--- config.mk ---
export PLATFORM = sky130hd
export DESIGN_NAME = two_loop_vehicle_direction_counter
export DESIGN_NICKNAME = d
export VERILOG_FILES = /design/src/rtl/tlvdc_pkg.sv /design/src/rtl/tlvdc_lane.sv /design/src/rtl/tlvdc_div.sv /design/src/rtl/tlvdc_merge.sv /design/src/rtl/two_loop_vehicle_direction_counter.sv
export SDC_FILE = /design/constraint.sdc
export NUM_CORES = 2
export LEC_CHECK = 0
export BUFFER_PORTS_ARGS = -buffer_cell sky130_fd_sc_hd__buf_2
export CORE_ASPECT_RATIO = 0.8
export CORE_MARGIN = 2
export CORE_UTILIZATION = 45
export DETAILED_ROUTE_END_ITERATION = 8
export SYNTH_ARGS = -nofsm -noshare
export SYNTH_HDL_FRONTEND = slang
export SYNTH_HIERARCHICAL = 1
export SYNTH_SLANG_ARGS = --single-unit
--- constraint.sdc ---
create_clock -name clk -period 6.2 [get_ports clk]
set_clock_uncertainty 0.2 [all_clocks]
set_input_delay 0.62 -clock clk [delete_from_list [all_inputs] [get_ports clk]]
set_output_delay 0.62 -clock clk [all_outputs]
set_load 0.02 [all_outputs]
--- src/rtl/tlvdc_pkg.sv ---
// Package for the two-loop vehicle direction counter.
// Holds shared constants, register codes, loop ids and the structs passed between modules.
// No dependencies.
package tlvdc_pkg;

	// default sizes
	localparam int DEF_WINDOW_DEPTH = 10;
	localparam int DEF_FREQ_BITS    = 20;
	localparam int DEF_TIME_BITS    = 48;

	// fixed register and field widths
	localparam int THR_BITS  = 20;
	localparam int SPAN_BITS = 32;
	localparam int CNT_BITS  = 32;
	localparam int CFG_BITS  = 32;
	localparam int IDX_BITS  = 3;

	// quotient bits resolved per divider stage
	localparam int DIV_STEP = 4;

	// register reset values
	localparam logic [THR_BITS-1:0]  THR_RST   = THR_BITS'(1000);
	localparam logic [SPAN_BITS-1:0] STALE_RST = SPAN_BITS'(2000000);
	localparam logic [SPAN_BITS-1:0] LOCK_RST  = SPAN_BITS'(5000000);

	// configuration register index
	typedef enum logic [IDX_BITS-1:0] {
		REG_THRESHOLD = 3'd0,
		REG_STALE     = 3'd1,
		REG_LOCKOUT   = 3'd2,
		REG_ENTRANCE  = 3'd3,
		REG_START     = 3'd4
	} reg_idx_t;

	// loop that raised the last recorded event
	typedef enum logic [1:0] {
		LOOP_A    = 2'd0,
		LOOP_B    = 2'd1,
		LOOP_NONE = 2'd2
	} loop_id_t;

	// timing and direction settings seen by the event merge
	typedef struct packed {
		logic [SPAN_BITS-1:0] stale;
		logic [SPAN_BITS-1:0] lockout;
		logic                 a_entrance;
	} cfg_t;

	// count result of one item
	typedef struct packed {
		logic [CNT_BITS-1:0] count;
		logic                up;
		logic                down;
	} cnt_res_t;

endpackage

--- src/rtl/tlvdc_lane.sv ---
// One loop lane: sample ring memory, running sum and event detection.
// Depends on tlvdc_pkg.
module tlvdc_lane
	import tlvdc_pkg::*;
#(
	parameter int WINDOW_DEPTH = DEF_WINDOW_DEPTH,
	parameter int FREQ_BITS    = DEF_FREQ_BITS,
	parameter int POS_BITS     = (WINDOW_DEPTH > 1) ? $clog2(WINDOW_DEPTH) : 1,
	parameter int SUM_BITS     = FREQ_BITS + $clog2(WINDOW_DEPTH + 1)
) (
	input  logic                 clk,
	input  logic                 arst_n,
	input  logic                 accept,
	input  logic [POS_BITS-1:0]  pos,
	input  logic [POS_BITS-1:0]  nxt_pos,
	input  logic                 was_tuned,
	input  logic [FREQ_BITS-1:0] freq,
	input  logic [THR_BITS-1:0]  thr,
	output logic                 ev_s1,
	output logic [SUM_BITS-1:0]  sum_s1
);

	localparam int DB = $clog2(WINDOW_DEPTH + 1);
	localparam int XW = (FREQ_BITS > THR_BITS) ? FREQ_BITS : THR_BITS;
	localparam int PW = XW + DB;

	logic [FREQ_BITS-1:0] ring [WINDOW_DEPTH];
	logic [FREQ_BITS-1:0] rd_q;
	logic [SUM_BITS-1:0]  sum_q;
	logic [SUM_BITS-1:0]  sum_nxt;
	logic [FREQ_BITS-1:0] old;
	logic [XW-1:0]        rise;
	logic [PW-1:0]        prod;
	logic                 ev;

	// entry leaving the ring; unwritten entries read as zero during the fill
	assign old     = was_tuned ? rd_q : '0;
	assign sum_nxt = sum_q - SUM_BITS'(old) + SUM_BITS'(freq);

	// freq > floor(sum/D) + thr  <=>  freq > thr and sum < (freq - thr) * D
	assign rise = XW'(freq) - XW'(thr);
	assign prod = PW'(rise) * PW'(WINDOW_DEPTH);
	assign ev   = was_tuned && (XW'(freq) > XW'(thr)) && (PW'(sum_q) < prod);

	// ring memory, next entry prefetched into rd_q
	always_ff @(posedge clk) begin
		if (accept) begin
			ring[pos] <= freq;
			rd_q      <= (WINDOW_DEPTH == 1) ? freq : ring[nxt_pos];
		end
	end

	// running sum
	always_ff @(posedge clk or negedge arst_n) begin
		if (!arst_n) begin
			sum_q <= '0;
		end else if (accept) begin
			sum_q <= sum_nxt;
		end
	end

	// stage 1 payload
	always_ff @(posedge clk) begin
		if (accept) begin
			ev_s1  <= ev;
			sum_s1 <= sum_nxt;
		end
	end

endmodule

--- src/rtl/tlvdc_div.sv ---
// Pipelined division of a ring sum by the constant window depth.
// Restoring long division, DIV_STEP quotient bits per stage. Depends on tlvdc_pkg.
module tlvdc_div
	import tlvdc_pkg::*;
#(
	parameter int WINDOW_DEPTH = DEF_WINDOW_DEPTH,
	parameter int SUM_BITS     = DEF_FREQ_BITS + $clog2(DEF_WINDOW_DEPTH + 1),
	parameter int Q_BITS       = DEF_FREQ_BITS,
	parameter int STAGES       = (SUM_BITS + DIV_STEP - 1) / DIV_STEP
) (
	input  logic                clk,
	input  logic [STAGES-1:0]   ld,
	input  logic [SUM_BITS-1:0] sum_in,
	output logic [Q_BITS-1:0]   quot
);

	localparam int RW = $clog2(WINDOW_DEPTH) + 1;

	logic [RW-1:0]       rem_s [STAGES];
	logic [SUM_BITS-1:0] wrk_s [STAGES];

	for (genvar k = 0; k < STAGES; k++) begin : g_stg
		logic [RW-1:0]       r_in;
		logic [SUM_BITS-1:0] w_in;
		logic [RW-1:0]       r_nx;
		logic [SUM_BITS-1:0] w_nx;

		if (k == 0) begin : g_first
			assign r_in = '0;
			assign w_in = sum_in;
		end else begin : g_next
			assign r_in = rem_s[k-1];
			assign w_in = wrk_s[k-1];
		end

		// shift dividend bits into the remainder, quotient bits into the work word
		always_comb begin
			r_nx = r_in;
			w_nx = w_in;
			for (int j = 0; j < DIV_STEP; j++) begin
				if (k * DIV_STEP + j < SUM_BITS) begin
					r_nx = (r_nx << 1) | RW'(w_nx[SUM_BITS-1]);
					w_nx = w_nx << 1;
					if (r_nx >= RW'(WINDOW_DEPTH)) begin
						r_nx    = r_nx - RW'(WINDOW_DEPTH);
						w_nx[0] = 1'b1;
					end
				end
			end
		end

		always_ff @(posedge clk) begin
			if (ld[k]) begin
				rem_s[k] <= r_nx;
				wrk_s[k] <= w_nx;
			end
		end
	end

	assign quot = wrk_s[STAGES-1][Q_BITS-1:0];

endmodule

--- src/rtl/tlvdc_merge.sv ---
// Event merge: orders the loop events A then B, tracks direction and the net count.
// Depends on tlvdc_pkg.
module tlvdc_merge
	import tlvdc_pkg::*;
#(
	parameter int TIME_BITS = DEF_TIME_BITS
) (
	input  logic                 clk,
	input  logic                 arst_n,
	input  logic                 step,
	input  cfg_t                 cfg,
	input  logic                 cnt_wr,
	input  logic [CNT_BITS-1:0]  cnt_val,
	input  logic                 ev_a,
	input  logic                 ev_b,
	input  logic [TIME_BITS-1:0] t,
	output cnt_res_t             res
);

	loop_id_t             last_q;
	loop_id_t             last_mid;
	logic [TIME_BITS-1:0] ev_time_q;
	logic [TIME_BITS-1:0] chg_time_q;
	logic [CNT_BITS-1:0]  cnt_q;
	logic [TIME_BITS-1:0] since_ev;
	logic [TIME_BITS-1:0] since_chg;
	logic                 in_stale, past_lock;
	logic                 rel_a, chg_a, rec_a;
	logic                 stale_b, lock_b;
	logic                 rel_b, chg_b, rec_b;

	// time since the last event and the last count change, modulo the time width
	assign since_ev  = t - ev_time_q;
	assign since_chg = t - chg_time_q;
	assign in_stale  = since_ev < TIME_BITS'(cfg.stale);
	assign past_lock = since_chg > TIME_BITS'(cfg.lockout);

	// loop A event
	assign rel_a = ev_a && (last_q != LOOP_A) && in_stale;
	assign chg_a = rel_a && (last_q == LOOP_B) && past_lock;
	assign rec_a = ev_a && (!rel_a || chg_a);

	// loop B event sees the state left by A
	assign last_mid = rec_a ? LOOP_A : last_q;
	assign stale_b  = rec_a ? (cfg.stale != '0) : in_stale;
	assign lock_b   = chg_a ? 1'b0 : past_lock;
	assign rel_b    = ev_b && (last_mid != LOOP_B) && stale_b;
	assign chg_b    = rel_b && (last_mid == LOOP_A) && lock_b;
	assign rec_b    = ev_b && (!rel_b || chg_b);

	// direction and new count
	always_comb begin
		res.up   = (chg_a && !cfg.a_entrance) || (chg_b && cfg.a_entrance);
		res.down = (chg_a && cfg.a_entrance) || (chg_b && !cfg.a_entrance);
		if (res.up) begin
			res.count = cnt_q + CNT_BITS'(1);
		end else if (res.down) begin
			res.count = cnt_q - CNT_BITS'(1);
		end else begin
			res.count = cnt_q;
		end
	end

	// event history and counter
	always_ff @(posedge clk or negedge arst_n) begin
		if (!arst_n) begin
			last_q     <= LOOP_NONE;
			ev_time_q  <= '0;
			chg_time_q <= '0;
			cnt_q      <= '0;
		end else begin
			if (cnt_wr) begin
				cnt_q <= cnt_val;
			end else if (step) begin
				cnt_q <= res.count;
			end
			if (step) begin
				last_q <= rec_b ? LOOP_B : last_mid;
				if (rec_a || rec_b) begin
					ev_time_q <= t;
				end
				if (chg_a || chg_b) begin
					chg_time_q <= t;
				end
			end
		end
	end

endmodule

--- src/rtl/two_loop_vehicle_direction_counter.sv ---
// Top level of the two-loop vehicle direction counter.
// Depends on tlvdc_pkg, tlvdc_lane, tlvdc_div and tlvdc_merge.
//
// Takes one sample item (loop A and loop B frequency plus a microsecond
// timestamp) per clock while s_tready is high and returns one result item
// per sample with the net vehicle count, the up/down and loop event flags,
// both ring baselines and the tuned flag. The first WINDOW_DEPTH samples only
// fill the rings. Each loop has its own lane holding a sample ring and a
// running sum, so the event test and the ring update finish in the accept
// cycle; the merge stage applies both events to the direction state as the
// item leaves stage 1. Throughput is one item per cycle while the output is
// not stalled; the baselines are formed by the pipelined divider that follows
// stage 1. Items move on through empty stages, so input is taken while a
// result waits at the output as long as a stage is free. Configuration writes
// take effect on the next cycle and are meant for idle periods.
module two_loop_vehicle_direction_counter
	import tlvdc_pkg::*;
#(
	parameter int WINDOW_DEPTH = DEF_WINDOW_DEPTH,
	parameter int FREQ_BITS    = DEF_FREQ_BITS,
	parameter int TIME_BITS    = DEF_TIME_BITS,
	parameter int IN_W         = ((2 * FREQ_BITS + TIME_BITS + 7) / 8) * 8,
	parameter int OUT_W        = ((CNT_BITS + 5 + 2 * FREQ_BITS + 7) / 8) * 8
) (
	input  logic                clk,
	input  logic                arst_n,
	// sample items
	input  logic                s_tvalid,
	output logic                s_tready,
	// s_tdata from bit 0: freq_a, freq_b, time_us, zero fill
	input  logic [IN_W-1:0]     s_tdata,
	// result items
	output logic                m_tvalid,
	input  logic                m_tready,
	// m_tdata from bit 0: vehicle_count, counted_up, counted_down, event_a,
	// event_b, baseline_a, baseline_b, tuned, zero fill
	output logic [OUT_W-1:0]    m_tdata,
	// configuration writes
	input  logic                wr_en,
	input  logic [IDX_BITS-1:0] wr_index,
	input  logic [CFG_BITS-1:0] wr_data
);

	localparam int POS_BITS  = (WINDOW_DEPTH > 1) ? $clog2(WINDOW_DEPTH) : 1;
	localparam int FILL_BITS = $clog2(WINDOW_DEPTH + 1);
	localparam int SUM_BITS  = FREQ_BITS + FILL_BITS;
	localparam int NDIV      = (SUM_BITS + DIV_STEP - 1) / DIV_STEP;
	localparam int L         = NDIV + 1;

	typedef struct packed {
		cnt_res_t cnt;
		logic     ev_a;
		logic     ev_b;
		logic     tuned;
	} res_t;

	// configuration registers
	logic [THR_BITS-1:0]  thr_q;
	logic [SPAN_BITS-1:0] stale_q;
	logic [SPAN_BITS-1:0] lock_q;
	logic                 aent_q;
	logic                 cnt_wr;
	cfg_t                 cfg;

	// pipeline control
	logic [L-1:0]         vld_q;
	logic [L-1:0]         free;
	logic                 accept;

	// fill state
	logic [POS_BITS-1:0]  pos_q;
	logic [POS_BITS-1:0]  nxt_pos;
	logic [FILL_BITS-1:0] fill_q;
	logic                 tuned;
	logic                 tuned_nxt;

	// stage payload
	logic [FREQ_BITS-1:0] freq_a, freq_b;
	logic [TIME_BITS-1:0] time_in;
	logic                 ev_a_s1, ev_b_s1;
	logic [SUM_BITS-1:0]  sum_a_s1, sum_b_s1;
	logic [TIME_BITS-1:0] time_s1;
	logic                 tuned_s1;
	cnt_res_t             cnt_res;
	res_t                 res_s [1:L-1];
	logic [FREQ_BITS-1:0] mean_a, mean_b;
	logic [FREQ_BITS-1:0] base_a, base_b;
	res_t                 res_out;

	assign freq_a  = s_tdata[FREQ_BITS-1:0];
	assign freq_b  = s_tdata[2*FREQ_BITS-1:FREQ_BITS];
	assign time_in = s_tdata[2*FREQ_BITS+TIME_BITS-1:2*FREQ_BITS];

	// register writes
	assign cnt_wr = wr_en && (wr_index == REG_START);

	always_ff @(posedge clk or negedge arst_n) begin
		if (!arst_n) begin
			thr_q   <= THR_RST;
			stale_q <= STALE_RST;
			lock_q  <= LOCK_RST;
			aent_q  <= 1'b1;
		end else if (wr_en) begin
			unique case (wr_index)
				REG_THRESHOLD: thr_q   <= wr_data[THR_BITS-1:0];
				REG_STALE:     stale_q <= wr_data[SPAN_BITS-1:0];
				REG_LOCKOUT:   lock_q  <= wr_data[SPAN_BITS-1:0];
				REG_ENTRANCE:  aent_q  <= wr_data[0];
				default: ;
			endcase
		end
	end

	assign cfg.stale      = stale_q;
	assign cfg.lockout    = lock_q;
	assign cfg.a_entrance = aent_q;

	// a stage may load when it is empty or its item moves on
	always_comb begin
		free[L-1] = !vld_q[L-1] || m_tready;
		for (int k = L - 2; k >= 0; k--) begin
			free[k] = !vld_q[k] || free[k+1];
		end
	end

	assign s_tready = free[0];
	assign accept   = s_tvalid && free[0];

	always_ff @(posedge clk or negedge arst_n) begin
		if (!arst_n) begin
			vld_q <= '0;
		end else begin
			if (free[0]) begin
				vld_q[0] <= s_tvalid;
			end
			for (int k = 1; k < L; k++) begin
				if (free[k]) begin
					vld_q[k] <= vld_q[k-1];
				end
			end
		end
	end

	// ring position and fill count shared by both lanes
	assign nxt_pos   = (pos_q == POS_BITS'(WINDOW_DEPTH - 1)) ? '0 : pos_q + POS_BITS'(1);
	assign tuned     = (fill_q == FILL_BITS'(WINDOW_DEPTH));
	assign tuned_nxt = tuned || (fill_q == FILL_BITS'(WINDOW_DEPTH - 1));

	always_ff @(posedge clk or negedge arst_n) begin
		if (!arst_n) begin
			pos_q  <= '0;
			fill_q <= '0;
		end else if (accept) begin
			pos_q <= nxt_pos;
			if (!tuned) begin
				fill_q <= fill_q + FILL_BITS'(1);
			end
		end
	end

	always_ff @(posedge clk) begin
		if (accept) begin
			time_s1  <= time_in;
			tuned_s1 <= tuned_nxt;
		end
	end

	// loop lanes
	tlvdc_lane #(
		.WINDOW_DEPTH (WINDOW_DEPTH),
		.FREQ_BITS    (FREQ_BITS),
		.POS_BITS     (POS_BITS),
		.SUM_BITS     (SUM_BITS)
	) u_lane_a (
		.clk       (clk),
		.arst_n    (arst_n),
		.accept    (accept),
		.pos       (pos_q),
		.nxt_pos   (nxt_pos),
		.was_tuned (tuned),
		.freq      (freq_a),
		.thr       (thr_q),
		.ev_s1     (ev_a_s1),
		.sum_s1    (sum_a_s1)
	);

	tlvdc_lane #(
		.WINDOW_DEPTH (WINDOW_DEPTH),
		.FREQ_BITS    (FREQ_BITS),
		.POS_BITS     (POS_BITS),
		.SUM_BITS     (SUM_BITS)
	) u_lane_b (
		.clk       (clk),
		.arst_n    (arst_n),
		.accept    (accept),
		.pos       (pos_q),
		.nxt_pos   (nxt_pos),
		.was_tuned (tuned),
		.freq      (freq_b),
		.thr       (thr_q),
		.ev_s1     (ev_b_s1),
		.sum_s1    (sum_b_s1)
	);

	// event merge, applied as the item leaves stage 1
	tlvdc_merge #(
		.TIME_BITS (TIME_BITS)
	) u_merge (
		.clk     (clk),
		.arst_n  (arst_n),
		.step    (vld_q[0] && free[1]),
		.cfg     (cfg),
		.cnt_wr  (cnt_wr),
		.cnt_val (wr_data[CNT_BITS-1:0]),
		.ev_a    (ev_a_s1),
		.ev_b    (ev_b_s1),
		.t       (time_s1),
		.res     (cnt_res)
	);

	// baseline dividers run alongside the result delay line
	tlvdc_div #(
		.WINDOW_DEPTH (WINDOW_DEPTH),
		.SUM_BITS     (SUM_BITS),
		.Q_BITS       (FREQ_BITS),
		.STAGES       (NDIV)
	) u_div_a (
		.clk    (clk),
		.ld     (free[L-1:1]),
		.sum_in (sum_a_s1),
		.quot   (mean_a)
	);

	tlvdc_div #(
		.WINDOW_DEPTH (WINDOW_DEPTH),
		.SUM_BITS     (SUM_BITS),
		.Q_BITS       (FREQ_BITS),
		.STAGES       (NDIV)
	) u_div_b (
		.clk    (clk),
		.ld     (free[L-1:1]),
		.sum_in (sum_b_s1),
		.quot   (mean_b)
	);

	// result delay line
	always_ff @(posedge clk) begin
		if (free[1]) begin
			res_s[1].cnt   <= cnt_res;
			res_s[1].ev_a  <= ev_a_s1;
			res_s[1].ev_b  <= ev_b_s1;
			res_s[1].tuned <= tuned_s1;
		end
		for (int k = 2; k < L; k++) begin
			if (free[k]) begin
				res_s[k] <= res_s[k-1];
			end
		end
	end

	// output item
	assign res_out  = res_s[L-1];
	assign base_a   = res_out.tuned ? mean_a : '0;
	assign base_b   = res_out.tuned ? mean_b : '0;
	assign m_tvalid = vld_q[L-1];
	assign m_tdata  = OUT_W'({res_out.tuned, base_b, base_a, res_out.ev_b, res_out.ev_a,
		res_out.cnt.down, res_out.cnt.up, res_out.cnt.count});

endmodule

Word-level counts from Yosys, hierarchy flattened:

Memories as Yosys holds them, arrays and structs flattened. A register that Yosys moved wholly into a read port is not among the register bits.
Cells that the tools add are included.

* flip-flop bits (word level): 377
* input port bits: 128
* output and inout port bits: 82
* memories kept: 7
* logic and storage cells: 384
* memory bits (writable): 970

* multiplexer cells: 123
* reduce and logical (&&, ||, !) cells: 57
* multipliers: 2
* $add $sub $neg: 60
* equal/unequal tests: 9
* bitwise logic cells: 47
* magnitude comparators: 54

Memories
* res_s: words 6, bits a word 37, rd ports 6, clocked after memory_dff 0, write ports 6, RTL line two_loop_vehicle_direction_counter.sv:85 `res_t res_s [1:L-1];`
* u_lane_a.ring: words 10, bits a word 20, rd ports 1, clocked after memory_dff 1, write ports 1, RTL line tlvdc_lane.sv:27 `logic [FREQ_BITS-1:0] ring [WINDOW_DEPTH];`
* u_lane_b.ring: words 10, bits a word 20, rd ports 1, clocked after memory_dff 1, write ports 1, RTL line tlvdc_lane.sv:27
* u_div_a.wrk_s: words 6, bits a word 24, rd ports 6, clocked after memory_dff 0, write ports 6, RTL line tlvdc_div.sv:20 `logic [SUM_BITS-1:0] wrk_s [STAGES];`
* u_div_b.wrk_s: words 6, bits a word 24, rd ports 6, clocked after memory_dff 0, write ports 6, RTL line tlvdc_div.sv:20
* u_div_a.rem_s: words 6, bits a word 5, rd ports 5, clocked after memory_dff 0, write ports 6, RTL line tlvdc_div.sv:19 `logic [RW-1:0] rem_s [STAGES];`
* +1 memories

Operators by type and width (number)
* 5-bit by 4-bit >= comparator with 1-bit output, second input constant: 46
* 5-bit by 1-bit OR with 5-bit output: 46
* 4-bit 2-to-1 mux: 37
* 4-bit subtractor, second input constant: 34
* 32-bit 2-to-1 mux: 4
* 48-bit subtractor: 2
* 20-bit 2-to-1 mux: 4
* 1-bit 2-to-1 mux: 64
* 5-bit 2-to-1 mux: 12
* 5-bit by 4-bit subtractor with 5-bit output, second input constant: 12
* 24-bit by 20-bit adder with 24-bit output: 2
* 48-bit by 32-bit > comparator with 1-bit output: 1
* 24-bit less-than comparator: 2
* 48-bit by 32-bit less-than comparator with 1-bit output: 1
* 24-bit by 20-bit subtractor with 24-bit output: 2
* 20-bit by 3-bit multiplier with 23-bit output, second input constant: 2
* 20-bit > comparator: 2
* 20-bit subtractor: 2
* 32-bit by 1-bit adder with 32-bit output, second input constant: 1
* 32-bit nonzero test: 1
* 32-bit by 1-bit subtractor with 32-bit output, second input constant: 1
* 1-bit logical AND: 21
* 1-bit logical OR: 14
* 2-bit AND reduction: 7
* other kinds (15): 32

Depth between registers and ports, before layout:

* depth after elaboration: 19
* depth in mapped cells: 29
* mapped depth without buffers: 29

Hierarchy:

Netlist, hierarchy kept.

By module, submodules not included
* tlvdc_merge: seq. area each 3254.4 um2, area each 15527.4 um2, times used 1, cells each 1976
* tlvdc_lane at u_lane_b: seq. area each 7957.6 um2, area each 14363.8 um2, times used 1, cells each 1104
* tlvdc_lane at u_lane_a: seq. area each 7957.6 um2, area each 14241.2 um2, times used 1, cells each 1070
* two_loop_vehicle_direction_counter: seq. area each 10667.7 um2, area each 12709.7 um2, times used 1, cells each 608
* tlvdc_div at u_div_b: seq. area each 4053.9 um2, area each 6417.4 um2, times used 1, cells each 490
* tlvdc_div at u_div_a: seq. area each 4053.9 um2, area each 6382.4 um2, times used 1, cells each 477

Worst setup path after synthesis:

OpenSTA, ideal clock, no wires.

* path kind: input to register
* start: in m_tready
* end: mem u_lane_b/ring[0][0] in the netlist's numbering, enable pin
* buffers on the path: 1
* required time: 5.578 ns
* setup slack: -0.757 ns
* arrival time: 6.335 ns
* library setup time: 0.422 ns
* cell stages on the path: 8
* cell sequence: nand3b_4 > nor2_4 > inv_2 > o21ai_4 > inv_2 > clkbuf_1 > or3b_2 > nor3_1

* cells in the longest elaborated chain, start to end: 10

RTL lines
* start: declaration: RTL line two_loop_vehicle_direction_counter.sv:34 `input logic m_tready,`
* 1-bit logical OR: RTL line two_loop_vehicle_direction_counter.sv:120 `free[L-1] = !vld_q[L-1] || m_tready;`
* 1-bit logical OR (2 in series): RTL line two_loop_vehicle_direction_counter.sv:122 `free[k] = !vld_q[k] || free[k+1];`
* via free[4]: RTL line two_loop_vehicle_direction_counter.sv:67 `logic [L-1:0] free;`
* 1-bit logical OR (4 in series): RTL line two_loop_vehicle_direction_counter.sv:122
* 1-bit logical AND: RTL line two_loop_vehicle_direction_counter.sv:127 `assign accept = s_tvalid && free[0];`
* via accept: RTL line two_loop_vehicle_direction_counter.sv:68 `logic accept;`
* 1-bit 2-to-1 mux: RTL line tlvdc_lane.sv:47 `if (accept) begin`
* 1-bit 2-to-1 mux (not written as such): RTL line tlvdc_lane.sv:48 `ring[pos] <= freq;`
* end: declaration: RTL line tlvdc_lane.sv:27

The timed path passes the listed nets, and every way through them passes these cells.

Worst setup path after layout:

* start: reg time_s1[10]
* end: reg u_merge.chg_time_q[24]

* cells in the longest elaborated chain, start to end: 15
* elaborated cells on any way between the ends: 21
* classes of those cells: add/sub: 2; order compare: 2; eq/ne: 1; mux: 3; reduce/logical: 13

RTL lines
* start: declaration: RTL line two_loop_vehicle_direction_counter.sv:82 `logic [TIME_BITS-1:0] time_s1;`
* start signal: assignment: RTL line two_loop_vehicle_direction_counter.sv:163 `time_s1 <= time_in;`
* 48-bit subtractor: RTL line tlvdc_merge.sv:33 `assign since_ev = t - ev_time_q;`
* 48-bit by 32-bit less-than comparator with 1-bit output: RTL line tlvdc_merge.sv:35 `assign in_stale = since_ev < TIME_BITS'(cfg.stale);`
* 1-bit logical AND: RTL line tlvdc_merge.sv:39 `assign rel_a = ev_a && (last_q != LOOP_A) && in_stale;`
* 1-bit logical AND (2 in series): RTL line tlvdc_merge.sv:40 `assign chg_a = rel_a && (last_q == LOOP_B) && past_lock;`
* 1-bit logical OR: RTL line tlvdc_merge.sv:41 `assign rec_a = ev_a && (!rel_a || chg_a);`
* 1-bit logical AND: RTL line tlvdc_merge.sv:41
* 2-bit 2-to-1 mux: RTL line tlvdc_merge.sv:44 `assign last_mid = rec_a ? LOOP_A : last_q;`
* 2-bit by 1-bit != test with 1-bit output: RTL line tlvdc_merge.sv:47 `assign rel_b = ev_b && (last_mid != LOOP_B) && stale_b;`
* 1-bit logical AND (2 in series): RTL line tlvdc_merge.sv:47
* 1-bit logical AND (2 in series): RTL line tlvdc_merge.sv:48 `assign chg_b = rel_b && (last_mid == LOOP_A) && lock_b;`
* 1-bit logical OR (*): RTL line tlvdc_merge.sv:82 `if (chg_a || chg_b) begin`
* 2-bit AND reduction (no source line) (*)
* end signal: assignment: RTL line tlvdc_merge.sv:83 `chg_time_q <= t;`
* end: declaration: RTL line tlvdc_merge.sv:23 `logic [TIME_BITS-1:0] chg_time_q;`

Every way passes the cells marked *; elsewhere a longest branch is shown, timed or not.
A chain may end at the register's enable or synchronous reset.

==> results.yml <==
run_status:
  status: "finished with violations"
  violations: "setup timing"
final_layout:
  fill_cells: 13178
  area_growth_pct: 19.2
  final_common_cell: "edfxtp_1"
  fin_nets: 7005
  final_cell_mix: "edfxtp_1, inv_1, buf_4, ha_1, a21oi_1"
  layout-drive-gt1-share: 0.226
  final_area_mm2: 0.0829
sta:
  worst_pin_slew_ns: 1.02
  setup_ws_ns: -0.0763
  finalSetupViolCount: 73
  fin_crit_ns: 6.28
  grt_setup_unrepaired: "true"
  fmax_ghz: 0.159
  hold_viol_final: 0
  finalCritPeriodShare: 1.01
  slew_viol_final: 0
  setup-tns-final_ns: -2.67
  slew-limit-headroom: 0.322
route:
  avgViaCountPerCell: 5.56
  drc: 0
  routedWlPerCell_um: 21.7
  dr.first_iter.drc_count: 4562
  via_count: 47808
  drt-pass1-iter-count: 9
  ant_nets: 0
  drt_wl_total_um: 186000
worst_setup_path:
  path_max_fanout: 20
  critPathBufInv: 7
  worstPathArrival_ns: 6.73
  critPathKind: "flop to flop"
  endpoint_kind: "flop"
  startpoint_type: "flop"
  crit_path_frequent_cell: "buf_4"
  required_ns: 6.66
  slowest_stage: "edfxtp_1"
  cpPeakStageDelay_ns: 0.46
  cp_top_family: "simple AND/OR/NAND/NOR gates"
floorplanning:
  die_w_um: 444
  initial_core_util: 0.451
  io_pins: 210
  coreArea_mm2: 0.154
  dieArea_mm2: 0.158
  die_height_um: 356
  placementRows: 129
global_route:
  grt_usage: 0.232
  grt_max_degree: 158
  grt_pass1_wl_um: 280000
  grt_pass1_vias: 44763
  antenna_found_initial: 30
  grt_overflow_total: 0
placement:
  globalplace.congestion: 0.950
  post-dp-hpwl_um: 135000
  post-place-ws_ns: -0.580
  place_area_mm2: 0.0758
  portBuffers: 206
clock_network:
  insertion_delay_ns: 0.77
  clk_pin_slew_ns: 0.06
  cts_htree_levels: 4
  clockBufferDepth: 3
  cts-buffers-inserted: 139
  cts_tree: "done"
  clockRootBuffer: "clkbuf_16"
  cts_sinks: 1307
pwr:
  p_total_uw: 48400
  p_leak_uw: 0.0330
  ir_drop_uv: 356
  pwr_density_cell_mw_per_mm2: 584
synth:
  ys.warnings.count: 6
  synth_cells: 5723
  syn_area_per_cell_um2: 12.2
  synth_area_mm2: 0.0696
hold_path:
  hp-class: "input port to flop"
flow_run:
  drv_cap: 0
==> where the power goes <==
| part | switching, µW | internal (µW) | total (µW) | leakage, µW |
|---|---|---|---|---|
| registers | 1350 | 12900 | 14300 | 0.0129 |
| clock network | 3570 | 4870 | 8440 | 0.00224 |
| logic | 14500 | 11200 | 25700 | 0.0179 |
==> worst paths after layout <==
kind                                      start                     end  slack (ns)  cells past startpoint
max                                 time_s1[10]  u_merge/chg_time_q[24]       -0.08                     28
min                                  s_tdata[1]     u_lane_a/ring[2][1]        0.07                      1
max reg2reg                         time_s1[10]  u_merge/chg_time_q[24]       -0.08                     28
min reg2reg                u_div_b/wrk_s[0][14]    u_div_b/wrk_s[1][18]        0.21                      0
max in group asynchronous                arst_n                thr_q[1]        4.17                      3
min in group asynchronous                arst_n  u_merge/chg_time_q[41]        0.21                      2
==> worst reg2reg max path: cells and delay by family, from the launching register on <==
family,cells,cell delay [ns]
mux,1,0.36
compound gates,8,1.55
xor+xnor,1,0.13
simple gates,9,1.61
buf+inv,7,1.23
fa+ha+maj,2,0.64
flops,1,0.46
==> repair_timing <==
action                                  CTS  global route
hold buffers                             53             0
setup buffers                            23            26
resized for setup                        75           205
endpoints found under the setup margin  165           164
cloned                                    5             4
pin swaps                                40           117
hold endpoints to repair                136             0
==> cell type report <==
cell class / instances / area [µm²] / share of cell area
multi-input cells: 3646 / 29800 / 0.360
well taps: 2030 / 2540 / 0.0306
inverters: 554 / 2100 / 0.0253
clock inverters: 70 / 792 / 0.00955
clock buffers: 186 / 3840 / 0.0463
diodes: 7 / 17.5 / 0.000211
repair buffers: 791 / 5940 / 0.0716
flip-flops and latches: 1307 / 37900 / 0.457
==> metrics by stage <==
stage / utilization / std cells / hold WS [ns]
floorplan: - / 5725 / 0.124
global placement: 0.492 / 8220 / 0.201
detailed placement: 0.492 / 8220 / 0.205
CTS: 0.530 / 8557 / 0.00689
global route: 0.538 / 8584 / 0.0236
finish: 0.538 / 8591 / 0.0695
==> metal layers <==
layer,part of all wire,up-vias,global-route usage
met5,0.00025,-,0
met4,0.016,6,0.0490
met3,0.071,184,0.0382
met2,0.40,1482,0.315
met1,0.51,23513,0.384
li1,-,22623,-
==> sequential cells by signal, indices dropped and copies added, names as in the netlist, 24 cells and up <==
register / cells
stale_q: 32
time_s1: 48
u_lane_b/ring: 200
res_s: 222
u_merge/cnt_q: 32
u_div_b/wrk_s: 115
u_merge/ev_time_q: 48
u_merge/chg_time_q: 48
u_lane_a/ring: 200
u_lane_a/sum_q: 24
u_div_a/wrk_s: 115
lock_q: 32
u_lane_b/sum_q: 24
Power figures use the tool's default switching activity.
